File: src/rtl/core/md5_pkg.sv
// md5_pkg: shared types, constants and round tables of the md5 digest core
// no dependencies; imported by md5_message_digest

package md5_pkg;

   typedef enum logic [3:0] {
      ST_IDLE,
      ST_PAD,
      ST_LEN_LO,
      ST_LEN_HI,
      ST_LOAD,
      ST_ROUND_SUM,
      ST_ROUND_ROT,
      ST_FOLD,
      ST_OUT
   } md5_state_type;

   localparam logic [31:0] INIT_A = 32'h67452301;
   localparam logic [31:0] INIT_B = 32'hefcdab89;
   localparam logic [31:0] INIT_C = 32'h98badcfe;
   localparam logic [31:0] INIT_D = 32'h10325476;

   localparam logic [7:0] PAD_BYTE  = 8'h80;
   localparam logic [5:0] LEN_POS   = 6'd56;
   localparam logic [5:0] LAST_POS  = 6'd63;
   localparam logic [3:0] LEN_LO_WORD = 4'd14;
   localparam logic [3:0] LEN_HI_WORD = 4'd15;
   localparam logic [1:0] LAST_INDEX  = 2'd3;

   // message word used by a round
   function automatic logic [3:0] md5_word_index(input logic [5:0] r);
      logic [3:0] lo;
      lo = r[3:0];
      case (r[5:4])
         2'd0:    md5_word_index = lo;
         2'd1:    md5_word_index = 4'((lo << 2) + lo + 4'd1);
         2'd2:    md5_word_index = 4'((lo << 1) + lo + 4'd5);
         2'd3:    md5_word_index = 4'((lo << 3) - lo);
         default: md5_word_index = lo;
      endcase
   endfunction

   function automatic logic [4:0] md5_rot_amount(input logic [5:0] r);
      case ({r[5:4], r[1:0]})
         4'd0:    md5_rot_amount = 5'd7;
         4'd1:    md5_rot_amount = 5'd12;
         4'd2:    md5_rot_amount = 5'd17;
         4'd3:    md5_rot_amount = 5'd22;
         4'd4:    md5_rot_amount = 5'd5;
         4'd5:    md5_rot_amount = 5'd9;
         4'd6:    md5_rot_amount = 5'd14;
         4'd7:    md5_rot_amount = 5'd20;
         4'd8:    md5_rot_amount = 5'd4;
         4'd9:    md5_rot_amount = 5'd11;
         4'd10:   md5_rot_amount = 5'd16;
         4'd11:   md5_rot_amount = 5'd23;
         4'd12:   md5_rot_amount = 5'd6;
         4'd13:   md5_rot_amount = 5'd10;
         4'd14:   md5_rot_amount = 5'd15;
         4'd15:   md5_rot_amount = 5'd21;
         default: md5_rot_amount = 5'd7;
      endcase
   endfunction

   function automatic logic [31:0] md5_sine(input logic [5:0] r);
      case (r)
         6'd0:  md5_sine = 32'hd76aa478;
         6'd1:  md5_sine = 32'he8c7b756;
         6'd2:  md5_sine = 32'h242070db;
         6'd3:  md5_sine = 32'hc1bdceee;
         6'd4:  md5_sine = 32'hf57c0faf;
         6'd5:  md5_sine = 32'h4787c62a;
         6'd6:  md5_sine = 32'ha8304613;
         6'd7:  md5_sine = 32'hfd469501;
         6'd8:  md5_sine = 32'h698098d8;
         6'd9:  md5_sine = 32'h8b44f7af;
         6'd10: md5_sine = 32'hffff5bb1;
         6'd11: md5_sine = 32'h895cd7be;
         6'd12: md5_sine = 32'h6b901122;
         6'd13: md5_sine = 32'hfd987193;
         6'd14: md5_sine = 32'ha679438e;
         6'd15: md5_sine = 32'h49b40821;
         6'd16: md5_sine = 32'hf61e2562;
         6'd17: md5_sine = 32'hc040b340;
         6'd18: md5_sine = 32'h265e5a51;
         6'd19: md5_sine = 32'he9b6c7aa;
         6'd20: md5_sine = 32'hd62f105d;
         6'd21: md5_sine = 32'h02441453;
         6'd22: md5_sine = 32'hd8a1e681;
         6'd23: md5_sine = 32'he7d3fbc8;
         6'd24: md5_sine = 32'h21e1cde6;
         6'd25: md5_sine = 32'hc33707d6;
         6'd26: md5_sine = 32'hf4d50d87;
         6'd27: md5_sine = 32'h455a14ed;
         6'd28: md5_sine = 32'ha9e3e905;
         6'd29: md5_sine = 32'hfcefa3f8;
         6'd30: md5_sine = 32'h676f02d9;
         6'd31: md5_sine = 32'h8d2a4c8a;
         6'd32: md5_sine = 32'hfffa3942;
         6'd33: md5_sine = 32'h8771f681;
         6'd34: md5_sine = 32'h6d9d6122;
         6'd35: md5_sine = 32'hfde5380c;
         6'd36: md5_sine = 32'ha4beea44;
         6'd37: md5_sine = 32'h4bdecfa9;
         6'd38: md5_sine = 32'hf6bb4b60;
         6'd39: md5_sine = 32'hbebfbc70;
         6'd40: md5_sine = 32'h289b7ec6;
         6'd41: md5_sine = 32'heaa127fa;
         6'd42: md5_sine = 32'hd4ef3085;
         6'd43: md5_sine = 32'h04881d05;
         6'd44: md5_sine = 32'hd9d4d039;
         6'd45: md5_sine = 32'he6db99e5;
         6'd46: md5_sine = 32'h1fa27cf8;
         6'd47: md5_sine = 32'hc4ac5665;
         6'd48: md5_sine = 32'hf4292244;
         6'd49: md5_sine = 32'h432aff97;
         6'd50: md5_sine = 32'hab9423a7;
         6'd51: md5_sine = 32'hfc93a039;
         6'd52: md5_sine = 32'h655b59c3;
         6'd53: md5_sine = 32'h8f0ccc92;
         6'd54: md5_sine = 32'hffeff47d;
         6'd55: md5_sine = 32'h85845dd1;
         6'd56: md5_sine = 32'h6fa87e4f;
         6'd57: md5_sine = 32'hfe2ce6e0;
         6'd58: md5_sine = 32'ha3014314;
         6'd59: md5_sine = 32'h4e0811a1;
         6'd60: md5_sine = 32'hf7537e82;
         6'd61: md5_sine = 32'hbd3af235;
         6'd62: md5_sine = 32'h2ad7d2bb;
         6'd63: md5_sine = 32'heb86d391;
         default: md5_sine = 32'hd76aa478;
      endcase
   endfunction

   function automatic logic [31:0] md5_mix(input logic [1:0] stage, input logic [31:0] b,
                                           input logic [31:0] c, input logic [31:0] d);
      case (stage)
         2'd0:    md5_mix = (b & c) | (~b & d);
         2'd1:    md5_mix = (b & d) | (c & ~d);
         2'd2:    md5_mix = b ^ c ^ d;
         2'd3:    md5_mix = c ^ (b | ~d);
         default: md5_mix = b ^ c ^ d;
      endcase
   endfunction

endpackage

File: src/rtl/core/md5_message_digest.sv
// md5_message_digest: byte-stream md5 core with block store and one shared round unit
// depends on md5_pkg (state type, initial values, round tables)
//
// channel  dir  handshake              payload
// req      in   req_valid/req_ready    req_data_byte, req_has_byte, req_end_of_message
// rsp      out  rsp_valid/rsp_ready    rsp_digest_word, rsp_word_index, rsp_last_word
//
// a byte without end marker is taken in the idle state; a byte that fills the block adds a compression
// a compression runs 1 load, 64 rounds on the shared adder and rotator (a sum state, then a
// rotate and add state), 1 fold into the chaining words
// end of message: up to 64 padding bytes, a padding state that only leaves padding, 2 length word
// writes, one or two compressions, then 4 digest words, each held until rsp_ready
// req_ready is high only while idle; synchronous reset restores the initial chain

module md5_message_digest
   import md5_pkg::*;
(
   input  logic        clock,
   input  logic        reset,
   input  logic        req_valid,
   output logic        req_ready,
   input  logic [7:0]  req_data_byte,
   input  logic        req_has_byte,
   input  logic        req_end_of_message,
   output logic        rsp_valid,
   input  logic        rsp_ready,
   output logic [31:0] rsp_digest_word,
   output logic [1:0]  rsp_word_index,
   output logic        rsp_last_word
);

   md5_state_type state_ff, state_in;

   logic [31:0] chain_ff [4];
   logic [31:0] chain_in [4];
   logic [31:0] a_ff, b_ff, c_ff, d_ff;
   logic [31:0] a_in, b_in, c_in, d_in;
   logic [31:0] sum_ff, sum_in;
   logic [5:0]  round_ff, round_in;
   logic [5:0]  pos_ff, pos_in;
   logic [63:0] bitlen_ff, bitlen_in;
   logic [31:0] acc_ff, acc_in;
   logic        pad_ff, pad_in;
   logic        first_ff, first_in;
   logic        final_ff, final_in;
   logic [1:0]  out_idx_ff, out_idx_in;

   logic [31:0] block_mem [16];
   logic [31:0] mem_q_ff;
   logic        wr_en;
   logic [3:0]  wr_addr;
   logic [31:0] wr_data;
   logic [3:0]  rd_addr;

   logic        req_fire;
   logic        rsp_fire;
   logic        ins_en;
   logic [7:0]  ins_byte;
   logic [31:0] ins_word;
   logic        pad_done;
   logic [31:0] rot_src;
   logic [4:0]  rot_n;
   logic [63:0] rot_dbl;

   assign req_ready = (state_ff == ST_IDLE);
   assign req_fire  = req_valid & req_ready;
   assign rsp_valid = (state_ff == ST_OUT);
   assign rsp_fire  = rsp_valid & rsp_ready;

   assign rsp_digest_word = chain_ff[out_idx_ff];
   assign rsp_word_index  = out_idx_ff;
   assign rsp_last_word   = (out_idx_ff == LAST_INDEX);

   assign pad_done = !first_ff && (pos_ff == LEN_POS);

   // padding emits 0x80 once, then zeros
   assign ins_byte = (state_ff == ST_PAD) ? (first_ff ? PAD_BYTE : 8'd0) : req_data_byte;

   // byte lane merge into the word being assembled
   always_comb begin
      case (pos_ff[1:0])
         2'd0:    ins_word = {24'd0, ins_byte};
         2'd1:    ins_word = acc_ff | {16'd0, ins_byte, 8'd0};
         2'd2:    ins_word = acc_ff | {8'd0, ins_byte, 16'd0};
         2'd3:    ins_word = acc_ff | {ins_byte, 24'd0};
         default: ins_word = {24'd0, ins_byte};
      endcase
   end

   // rotate left through a doubled word
   assign rot_src = sum_ff + mem_q_ff;
   assign rot_n   = md5_rot_amount(round_ff);
   assign rot_dbl = {rot_src, rot_src} << rot_n;

   always_comb begin
      state_in = state_ff;
      case (state_ff)
         ST_IDLE: begin
            if (req_fire) begin
               if (req_has_byte && pos_ff == LAST_POS) begin
                  state_in = ST_LOAD;
               end else if (req_end_of_message) begin
                  state_in = ST_PAD;
               end
            end
         end
         ST_PAD: begin
            if (pad_done) begin
               state_in = ST_LEN_LO;
            end else if (pos_ff == LAST_POS) begin
               state_in = ST_LOAD;
            end
         end
         ST_LEN_LO:    state_in = ST_LEN_HI;
         ST_LEN_HI:    state_in = ST_LOAD;
         ST_LOAD:      state_in = ST_ROUND_SUM;
         ST_ROUND_SUM: state_in = ST_ROUND_ROT;
         ST_ROUND_ROT: begin
            if (round_ff == LAST_POS) begin
               state_in = ST_FOLD;
            end else begin
               state_in = ST_ROUND_SUM;
            end
         end
         ST_FOLD: begin
            if (final_ff) begin
               state_in = ST_OUT;
            end else if (pad_ff) begin
               state_in = ST_PAD;
            end else begin
               state_in = ST_IDLE;
            end
         end
         ST_OUT: begin
            if (rsp_fire && out_idx_ff == LAST_INDEX) begin
               state_in = ST_IDLE;
            end
         end
         default: state_in = ST_IDLE;
      endcase
   end

   always_comb begin
      for (int i = 0; i < 4; i++) begin
         chain_in[i] = chain_ff[i];
      end
      a_in       = a_ff;
      b_in       = b_ff;
      c_in       = c_ff;
      d_in       = d_ff;
      sum_in     = sum_ff;
      round_in   = round_ff;
      pos_in     = pos_ff;
      bitlen_in  = bitlen_ff;
      acc_in     = acc_ff;
      pad_in     = pad_ff;
      first_in   = first_ff;
      final_in   = final_ff;
      out_idx_in = out_idx_ff;
      ins_en     = 1'b0;
      wr_en      = 1'b0;
      wr_addr    = pos_ff[5:2];
      wr_data    = ins_word;
      case (state_ff)
         ST_IDLE: begin
            if (req_fire) begin
               ins_en   = req_has_byte;
               pad_in   = req_end_of_message;
               first_in = req_end_of_message;
               if (req_has_byte) begin
                  bitlen_in = bitlen_ff + 64'd8;
               end
            end
         end
         ST_PAD: begin
            if (!pad_done) begin
               ins_en   = 1'b1;
               first_in = 1'b0;
            end
         end
         ST_LEN_LO: begin
            wr_en   = 1'b1;
            wr_addr = LEN_LO_WORD;
            wr_data = bitlen_ff[31:0];
         end
         ST_LEN_HI: begin
            wr_en    = 1'b1;
            wr_addr  = LEN_HI_WORD;
            wr_data  = bitlen_ff[63:32];
            final_in = 1'b1;
         end
         ST_LOAD: begin
            a_in = chain_ff[0];
            b_in = chain_ff[1];
            c_in = chain_ff[2];
            d_in = chain_ff[3];
         end
         ST_ROUND_SUM: begin
            sum_in = a_ff + md5_mix(round_ff[5:4], b_ff, c_ff, d_ff) + md5_sine(round_ff);
         end
         ST_ROUND_ROT: begin
            a_in     = d_ff;
            d_in     = c_ff;
            c_in     = b_ff;
            b_in     = b_ff + rot_dbl[63:32];
            round_in = round_ff + 6'd1;
         end
         ST_FOLD: begin
            chain_in[0] = chain_ff[0] + a_ff;
            chain_in[1] = chain_ff[1] + b_ff;
            chain_in[2] = chain_ff[2] + c_ff;
            chain_in[3] = chain_ff[3] + d_ff;
         end
         ST_OUT: begin
            if (rsp_fire) begin
               out_idx_in = out_idx_ff + 2'd1;
               if (out_idx_ff == LAST_INDEX) begin
                  chain_in[0] = INIT_A;
                  chain_in[1] = INIT_B;
                  chain_in[2] = INIT_C;
                  chain_in[3] = INIT_D;
                  pos_in      = '0;
                  bitlen_in   = '0;
                  pad_in      = 1'b0;
                  final_in    = 1'b0;
               end
            end
         end
         default: begin
         end
      endcase
      if (ins_en) begin
         acc_in = ins_word;
         pos_in = pos_ff + 6'd1;
         wr_en  = (pos_ff[1:0] == 2'd3);
      end
   end

   // read for the round about to run; the store is never written during rounds
   assign rd_addr = md5_word_index(round_in);

   always_ff @(posedge clock) begin
      if (wr_en) begin
         block_mem[wr_addr] <= wr_data;
      end
      mem_q_ff <= block_mem[rd_addr];
   end

   always_ff @(posedge clock) begin
      a_ff   <= a_in;
      b_ff   <= b_in;
      c_ff   <= c_in;
      d_ff   <= d_in;
      sum_ff <= sum_in;
      acc_ff <= acc_in;
   end

   always_ff @(posedge clock) begin
      if (reset) begin
         state_ff    <= ST_IDLE;
         chain_ff[0] <= INIT_A;
         chain_ff[1] <= INIT_B;
         chain_ff[2] <= INIT_C;
         chain_ff[3] <= INIT_D;
         round_ff    <= '0;
         pos_ff      <= '0;
         bitlen_ff   <= '0;
         pad_ff      <= 1'b0;
         first_ff    <= 1'b0;
         final_ff    <= 1'b0;
         out_idx_ff  <= '0;
      end else begin
         state_ff   <= state_in;
         for (int i = 0; i < 4; i++) begin
            chain_ff[i] <= chain_in[i];
         end
         round_ff   <= round_in;
         pos_ff     <= pos_in;
         bitlen_ff  <= bitlen_in;
         pad_ff     <= pad_in;
         first_ff   <= first_in;
         final_ff   <= final_in;
         out_idx_ff <= out_idx_in;
      end
   end

`ifndef ASSERT_OFF
   a_no_overlap: assert property (@(posedge clock) disable iff (reset)
      !(req_ready && rsp_valid))
      else $error("input taken while digest words pending");

   a_fold_round: assert property (@(posedge clock) disable iff (reset)
      (state_ff == ST_FOLD) |-> (round_ff == 6'd0))
      else $error("round counter not wrapped at fold");

   a_load_pos: assert property (@(posedge clock) disable iff (reset)
      (state_ff == ST_LOAD) |-> (pos_ff == 6'd0 || pos_ff == LEN_POS))
      else $error("compression started on a partial block");

   a_len_pos: assert property (@(posedge clock) disable iff (reset)
      (state_ff == ST_LEN_LO) |-> (pos_ff == LEN_POS && pad_ff && !first_ff))
      else $error("length written at wrong position");

   a_restart: assert property (@(posedge clock) disable iff (reset)
      (rsp_fire && rsp_last_word) |=> (req_ready && pos_ff == 6'd0 && bitlen_ff == 64'd0))
      else $error("message state not cleared after digest");
`endif

endmodule

File: config.mk
export PLATFORM = sky130hd
export DESIGN_NAME = md5_message_digest
export DESIGN_NICKNAME = d
export VERILOG_FILES = /design/src/rtl/core/md5_pkg.sv /design/src/rtl/core/md5_message_digest.sv
export SDC_FILE = /design/constraint.sdc
export NUM_CORES = 2
export LEC_CHECK = 0
export ABC_AREA = 1
export BUFFER_PORTS_ARGS = -buffer_cell sky130_fd_sc_hd__clkbuf_2
export CORE_AREA = 3 3 351 388
export DETAILED_ROUTE_END_ITERATION = 8
export DIE_AREA = 0 0 354 391
export GPL_TIMING_DRIVEN = 0
export PLACE_DENSITY = 0.64
export SLEW_MARGIN = 15
export SYNTH_ARGS = -nofsm -noshare
export SYNTH_HDL_FRONTEND = slang
export SYNTH_SLANG_ARGS = --single-unit
File: constraint.sdc
create_clock -name clock -period 11.1 [get_ports clock]
set_clock_uncertainty 0.2 [all_clocks]
set_input_delay 2.22 -clock clock [delete_from_list [all_inputs] [get_ports clock]]
set_output_delay 2.22 -clock clock [all_outputs]
set_load 0.01 [all_outputs]
---- Yosys cells after proc, flatten, opt, wreduce, memory -nomap -nowiden ----
Memory sizes are Yosys's and may differ from the RTL's. A register that Yosys moved wholly into a read port is not among the register bits.
Cells that the tools add are included.
word-level totals
  logic and storage cells ................. 170
  memories ................................ 4
  ROM bits ................................ 2128
  RAM bits ................................ 640
  output and inout port bits .............. 37
  bits in registers ....................... 277
memories
  name             words  width  read ports  clocked after Yosys merged registers in  wr ports  RTL line                  RTL
  (no name shown)  64     32     1           1                                        0         md5_pkg.sv:66             case (r)
  block_mem        16     32     1           1                                        1         md5_message_digest.sv:48  logic [31:0] block_mem [16];
  chain_ff         4      32     5           1                                        4         md5_message_digest.sv:34  logic [31:0] chain_ff [4];
  (no name shown)  16     5      1           1                                        0         md5_pkg.sv:44             case ({r[5:4], r[1:0]})
operators by class
  bitwise gates (word level) .............. 21
  shifts and indexed selects .............. 1
  multiplexer cells ....................... 61
  equality and inequality tests ........... 29
  reduce and logical (&&, ||, !) cells .... 23
  $add $sub $neg .......................... 17
operators with widths
  kind                                            number
  case mux 32 bit (2 select lines)                5
  adder 32 bit                                    8
  2-to-1 mux 128 bit                              2
  2-to-1 mux 64 bit                               4
  case mux 128 bit (2 select lines)               1
  case mux 32 bit (4 select lines)                2
  2-to-1 mux 32 bit                               6
  bitwise AND 32 bit                              4
  OR 32 bit                                       4
  case mux 64 bit (2 select lines)                1
  bitwise XOR 32 bit                              3
  adder 64 x 4 -> 64 bit (second input constant)  1
  inverter 32 bit                                 2
  << shifter 64 x 5 -> 64 bit                     1
  2-to-1 mux 6 bit                                6
  case mux 4 bit (9 select lines)                 1
  2-to-1 mux 4 bit                                8
  OR 32 x 16 -> 32 bit                            1
  OR 32 x 24 -> 32 bit                            1
  == test 6 bit (second input constant)           3
  == test 4 x 3 -> 1 bit (second input constant)  4
  2-to-1 mux 8 bit                                2
  case mux 4 bit (4 select lines)                 1
  == test 2 bit (second input constant)           7
  30 further kinds                                74

---- Longest topological paths before layout ----
  word-level depth ........................ 7
  mapped depth ............................ 37
  gate-level depth less buffers ........... 37

---- Worst setup path before layout ----
OpenSTA, ideal clock, no wires.
  kind .................................... input-to-reg
  start point ............................. input port req_valid
  end point ............................... memory block_mem[0][0] (enable)
  setup slack ............................. 6.290 ns
  arrival time ............................ 4.189 ns
  cell stages on the path ................. 4
  buffers on the path ..................... 0
  cells stage by stage .................... a31oi_1 > o21ai_0 > nand3_1 > nor2_1
between the ends
  word-level cells in the longest chain between the ends .. 6
ends and longest elaborated chain
  item                                    RTL line                   RTL
  start, declared                         md5_message_digest.sv:20   input logic req_valid,
  bitwise AND 1 bit                       md5_message_digest.sv:66   assign req_fire = req_valid & req_ready;
  2-to-1 mux 1 bit                        md5_message_digest.sv:166  if (req_fire) begin
  case mux 1 bit (2 select lines)         md5_message_digest.sv:164  case (state_ff)
  2-to-1 mux 1 bit                        md5_message_digest.sv:232  if (ins_en) begin
  2-to-1 mux 1 bit                        md5_message_digest.sv:243  if (wr_en) begin
  2-to-1 mux 1 bit (implied by the code)  md5_message_digest.sv:244  block_mem[wr_addr] <= wr_data;
  end, declared                           md5_message_digest.sv:48
Every way passes these cells.

---- Worst setup path in the final report ----
  start point ............................. register round_ff[4]
  end point ............................... register sum_ff[23] (data pin)
between the ends
  word-level cells in the longest chain between the ends .. 5
ends and longest elaborated chain
  item                                         RTL line                   RTL
  start, declared                              md5_message_digest.sv:39   logic [5:0] round_ff, round_in;
  start signal, assigned                       md5_message_digest.sv:277  round_ff <= round_in;
  == test 2 bit, or another cell as far along  md5_pkg.sv:137             case (stage)
  case mux 32 bit (4 select lines) (*)         md5_pkg.sv:137
  2-to-1 mux 32 bit (*)                        md5_message_digest.sv:164
  adder 32 bit (*) (2 in a row)                md5_message_digest.sv:199  sum_in = a_ff + md5_mix(round_ff[5:4], b_ff, c_ff, d_ff) + md5_sine(round_ff);
  end signal, assigned                         md5_message_digest.sv:254  sum_ff <= sum_in;
  end, declared                                md5_message_digest.sv:38   logic [31:0] sum_ff, sum_in;
Every way passes the cells marked *; elsewhere a longest branch is shown, timed or not. The select of a mux whose other input is x is not followed.
A chain may end at the register's enable or synchronous reset.

==> summary.txt <==
Clocking
  • Root Buffer: clkbuf_16
  • Num CTS Buffers: between 100 and 150
  • Clock Sinks: about 1000
  • H-tree levels: 3
  • Hold_buf cts: 0
  • Post CTS Setup Buffer Count: 0
  • PostCTS Resize Cnt: 0
  • CTS Buffer Depth: 3
  • Clock transition at path regs: 0.07 ns
  • Worst skew pair latency: ~0.76 ns
  • CTS tree: done

Outcome
  • Status: completed

Logic synthesis
  • EDFF count, synth: 704
  • Synth area leader: edfxtp_1
  • Flops & latches, synth: about 990
  • Synth warnings: 0
  • Synth cell count leaders: nand2_1 (1504), inv_1 (853), o21ai_0 (807), edfxtp_1 (704), nor2_1 (571)
  • Mapped cell area: 0.0596 mm2
  • Ys async rst share: 0%
  • Post-synth net total: a little under 8000
  • Area share of the largest cell type after synthesis: between 30 and 40%
  • Top post-synthesis cells by area: edfxtp_1 (35%), nand2_1 (9.5%), dfxtp_1 (9.4%)
  • Most frequent cell after synthesis: nand2_1
  • Synth Area per Inst: 8.09 um2
  • Most common flop cell mapped by yosys: edfxtp_1
  • Mapped Cells: between 7000 and 8000
  • Seq/Total Area, Yosys: 44.9%
  • Synth unique cells: 67

Setup path
  • Reg2Reg Depth: 20
  • Worst path required time: ~11 ns
  • CP most frequent cell: inv_1
  • WS Path Type: reg2reg
  • Startpoint types: flip-flop
  • Slowest CP cell: clkbuf_1
  • Slowest stage delay, CP: around 0.6 ns
  • Crit path DAT: roughly 6.6 ns
  • Peak fanout along the critical path: 10
  • Sequence of cells on the critical path: inv_1, nor2_1, clkbuf_1, o211ai_1, nand3_1, o32ai_1, fa_1, inv_1, ha_1, inv_1, fa_1, o21ai_1, a21oi_1, o21ai_0, a21boi_1, o21bai_1, a21oi_1, o21ai_1, a21boi_0, xnor2_1
  • Reg2reg start: round_ff[4]$_SDFF_PP0_
  • R2R Path End: sum_ff[23]$_DFFE_PP_
  • Register-to-register setup slack: approximately 4.7 ns
  • Setup crit end kind: flip-flop

STA
  • Max transition margin: between 10% and 20%
  • Worst-Margin Slew: roughly 1.3 ns
  • Fin crit share: 57.4%
  • Fin crit period: about 6.4 ns
  • Setup_tns: 0 ns
  • Achievable Freq: ~160 MHz
  • Final WS setup: 4.72 ns
  • Fin. Hold Viols: 0
  • # setup viols final: 0
  • Max Slew Vio Count: 0
  • RSZ-0062 raised after global routing: false

Power and ir drop
  • Part of the power in registers: 47.0%
  • Clock Power Share: between 40% and 50%
  • Combinational share of power: between 10% and 20%
  • Sw frac: 26.8%
  • Cell Pwr Density: around 130 mW/mm2
  • Switch Pwr: 0.00237 W
  • Internal power: 0.00647 W
  • Leakage: about 27 nW
  • Power after layout: 0.00884 W
  • Peak supply drop: around 0.15 mV

Finish
  • Fraction of layout cells with a size suffix above 1: ~6.6%
  • Area Overhead vs Synth: 12.0%
  • Top flop regs: block_mem x512, chain_ff x128, bitlen_ff x61
  • Largest register by flop count: block_mem
  • Max reg flops: roughly 510
  • Final Non-Filler Cells: 9433
  • Nets: 7899
  • Final-layout fill cell count: roughly 13000

Routing
  • Drt pass-1 iters: 6
  • Per-cell routed wire length: about 25 um
  • DRT antenna net count: 0
  • Total wire length: ~240000 um
  • Vias/cell: 5.91
  • Iteration-0 DRC Markers: 7087
  • DRC violation count after routing: 0
  • Routed vias: approximately 56000

Placed design
  • Place WS: about 5 ns
  • IO buf count: 50
  • DPL Wire Length: 180000 um
  • Cells after DPL: between 9000 and 10000
  • GP Congestion: 1.06

Global routing
  • Largest net degree at the start of global routing: 76
  • Initial antenna violation count: 5
  • GRT Resource Usage Total: between 30% and 40%
  • Grt ovf: 0
  • First-pass GRT wire length: 343000 um
  • Vias in the first global route: 52700

Worst hold path
  • Hold EP: bitlen_ff[44]$_SDFFE_PP0P_
  • Worst min-delay path category: reg2reg
  • Hold Crit Depth: 1
  • Hold Crit Start: bitlen_ff[44]$_SDFFE_PP0P_

Job
  • Max-cap viol count: 0

Floorplanning
  • Die width: roughly 350 um
  • Die Span Y: between 300 and 400 um
  • # IOs: 51
  • DIE AREA: 0.138 mm2
  • Core Rows: 140
  • Placeable core area: around 0.13 mm2
  • Initial Util: between 40 and 50%
layout make-up:
type | count | area [um2] | area share [%]
Antenna cell | 2 | 5.00 | 0.00750
Buffer | 306 | 1320 | 1.98
Inverter | 881 | 3310 | 4.97
Clock inverter | 58 | 691 | 1.04
Clock buffer | 137 | 2900 | 4.35
Multi-Input combinational cell | 5185 | 28400 | 42.6
Tap cell | 1775 | 2220 | 3.33
Sequential cell | 985 | 26800 | 40.1
Timing Repair Buffer | 104 | 1060 | 1.59
cell usage in the layout, fill, tap and decap left out, drive strengths merged, types with 30 or more instances in the layout:
cell type	Yosys	layout
a21oi	503	503
or2	44	44
fa	39	39
buf	100	153
nand2	1516	1516
o21ai	892	892
xor2	63	63
dfxtp	281	281
nor2	588	588
ha	279	279
clkbuf	206	394
o22ai	41	41
o221ai	38	38
edfxtp	704	704
o211ai	216	216
xnor2	47	47
nand3	496	496
nor3	91	91
clkinv	9	52
o32ai	30	30
o21a	39	39
nand4	36	36
a31oi	67	67
inv	872	873
worst max-delay path: cells and delay by family, from the launching register on:
family          cells  cell delay (ns)
buf+inv             4             0.83
flops               1             0.45
fa+ha+maj           3             1.10
xor+xnor            1             0.44
compound gates     10             2.36
simple gates        2             0.72
metrics by stage:
step           hold slack, ns  instance area (um2)  utilization (%)
6_report                0.256                66700             50.4
2_1_floorplan           0.222                59600                -
4_1_cts                 0.257                66700             50.4
3_5_place_dp            0.250                63100             47.7
5_1_grt                 0.282                66700             50.4
3_3_place_gp            0.238                62000             46.8
cell families after synthesis:
kind of cell / Yosys count / synth area share [%]
AOI/OAI and AO/OA: 1940 / 18.6
xor gates and xnor gates: 110 / 1.68
adders and majority gates: 318 / 7.17
buffers and inverters: 1187 / 7.76
DFF: 985 / 44.9
muxes: 3 / 0.0504
and+or+nand+nor: 2814 / 19.8
per-layer routing:
layer / vias to the layer above / global-route usage (%) / wire length, um
met1: 26400 / 40.9 / 89800
met2: 2875 / 55.1 / 109000
met5: - / 0 / 12
met3: 643 / 4.90 / 20100
met4: 2 / 21.0 / 17300
li1: 25800 / - / -
power groups by stage:
stage               clock network [W]  registers (W)  logic (W)
detailed placement                  0        0.00423   0.000980
finish                        0.00369        0.00415    0.00100
global placement                    0        0.00424   0.000909
CTS                           0.00371        0.00415   0.000985
floorplan                           0        0.00420   0.000591
global route                  0.00385        0.00416    0.00109
worst max path at each step:
stage / from / end / slack [ns] / depth (start not counted)
2_1_floorplan: req_valid / block_mem[0][0]$_DFFE_PP_ / 6.29 / 4
3_3_place_gp: req_has_byte / block_mem[9][16]$_DFFE_PP_ / 4.51 / 5
3_5_place_dp: round_ff[4]$_SDFF_PP0_ / sum_ff[23]$_DFFE_PP_ / 4.91 / 20
4_1_cts: round_ff[4]$_SDFF_PP0_ / sum_ff[23]$_DFFE_PP_ / 4.88 / 20
5_1_grt: sum_ff[0]$_DFFE_PP_ / b_ff[31]$_DFFE_PP_ / 4.31 / 33
6_report: round_ff[4]$_SDFF_PP0_ / sum_ff[23]$_DFFE_PP_ / 4.72 / 20
Note: power is estimated with default switching activity, not from simulation.
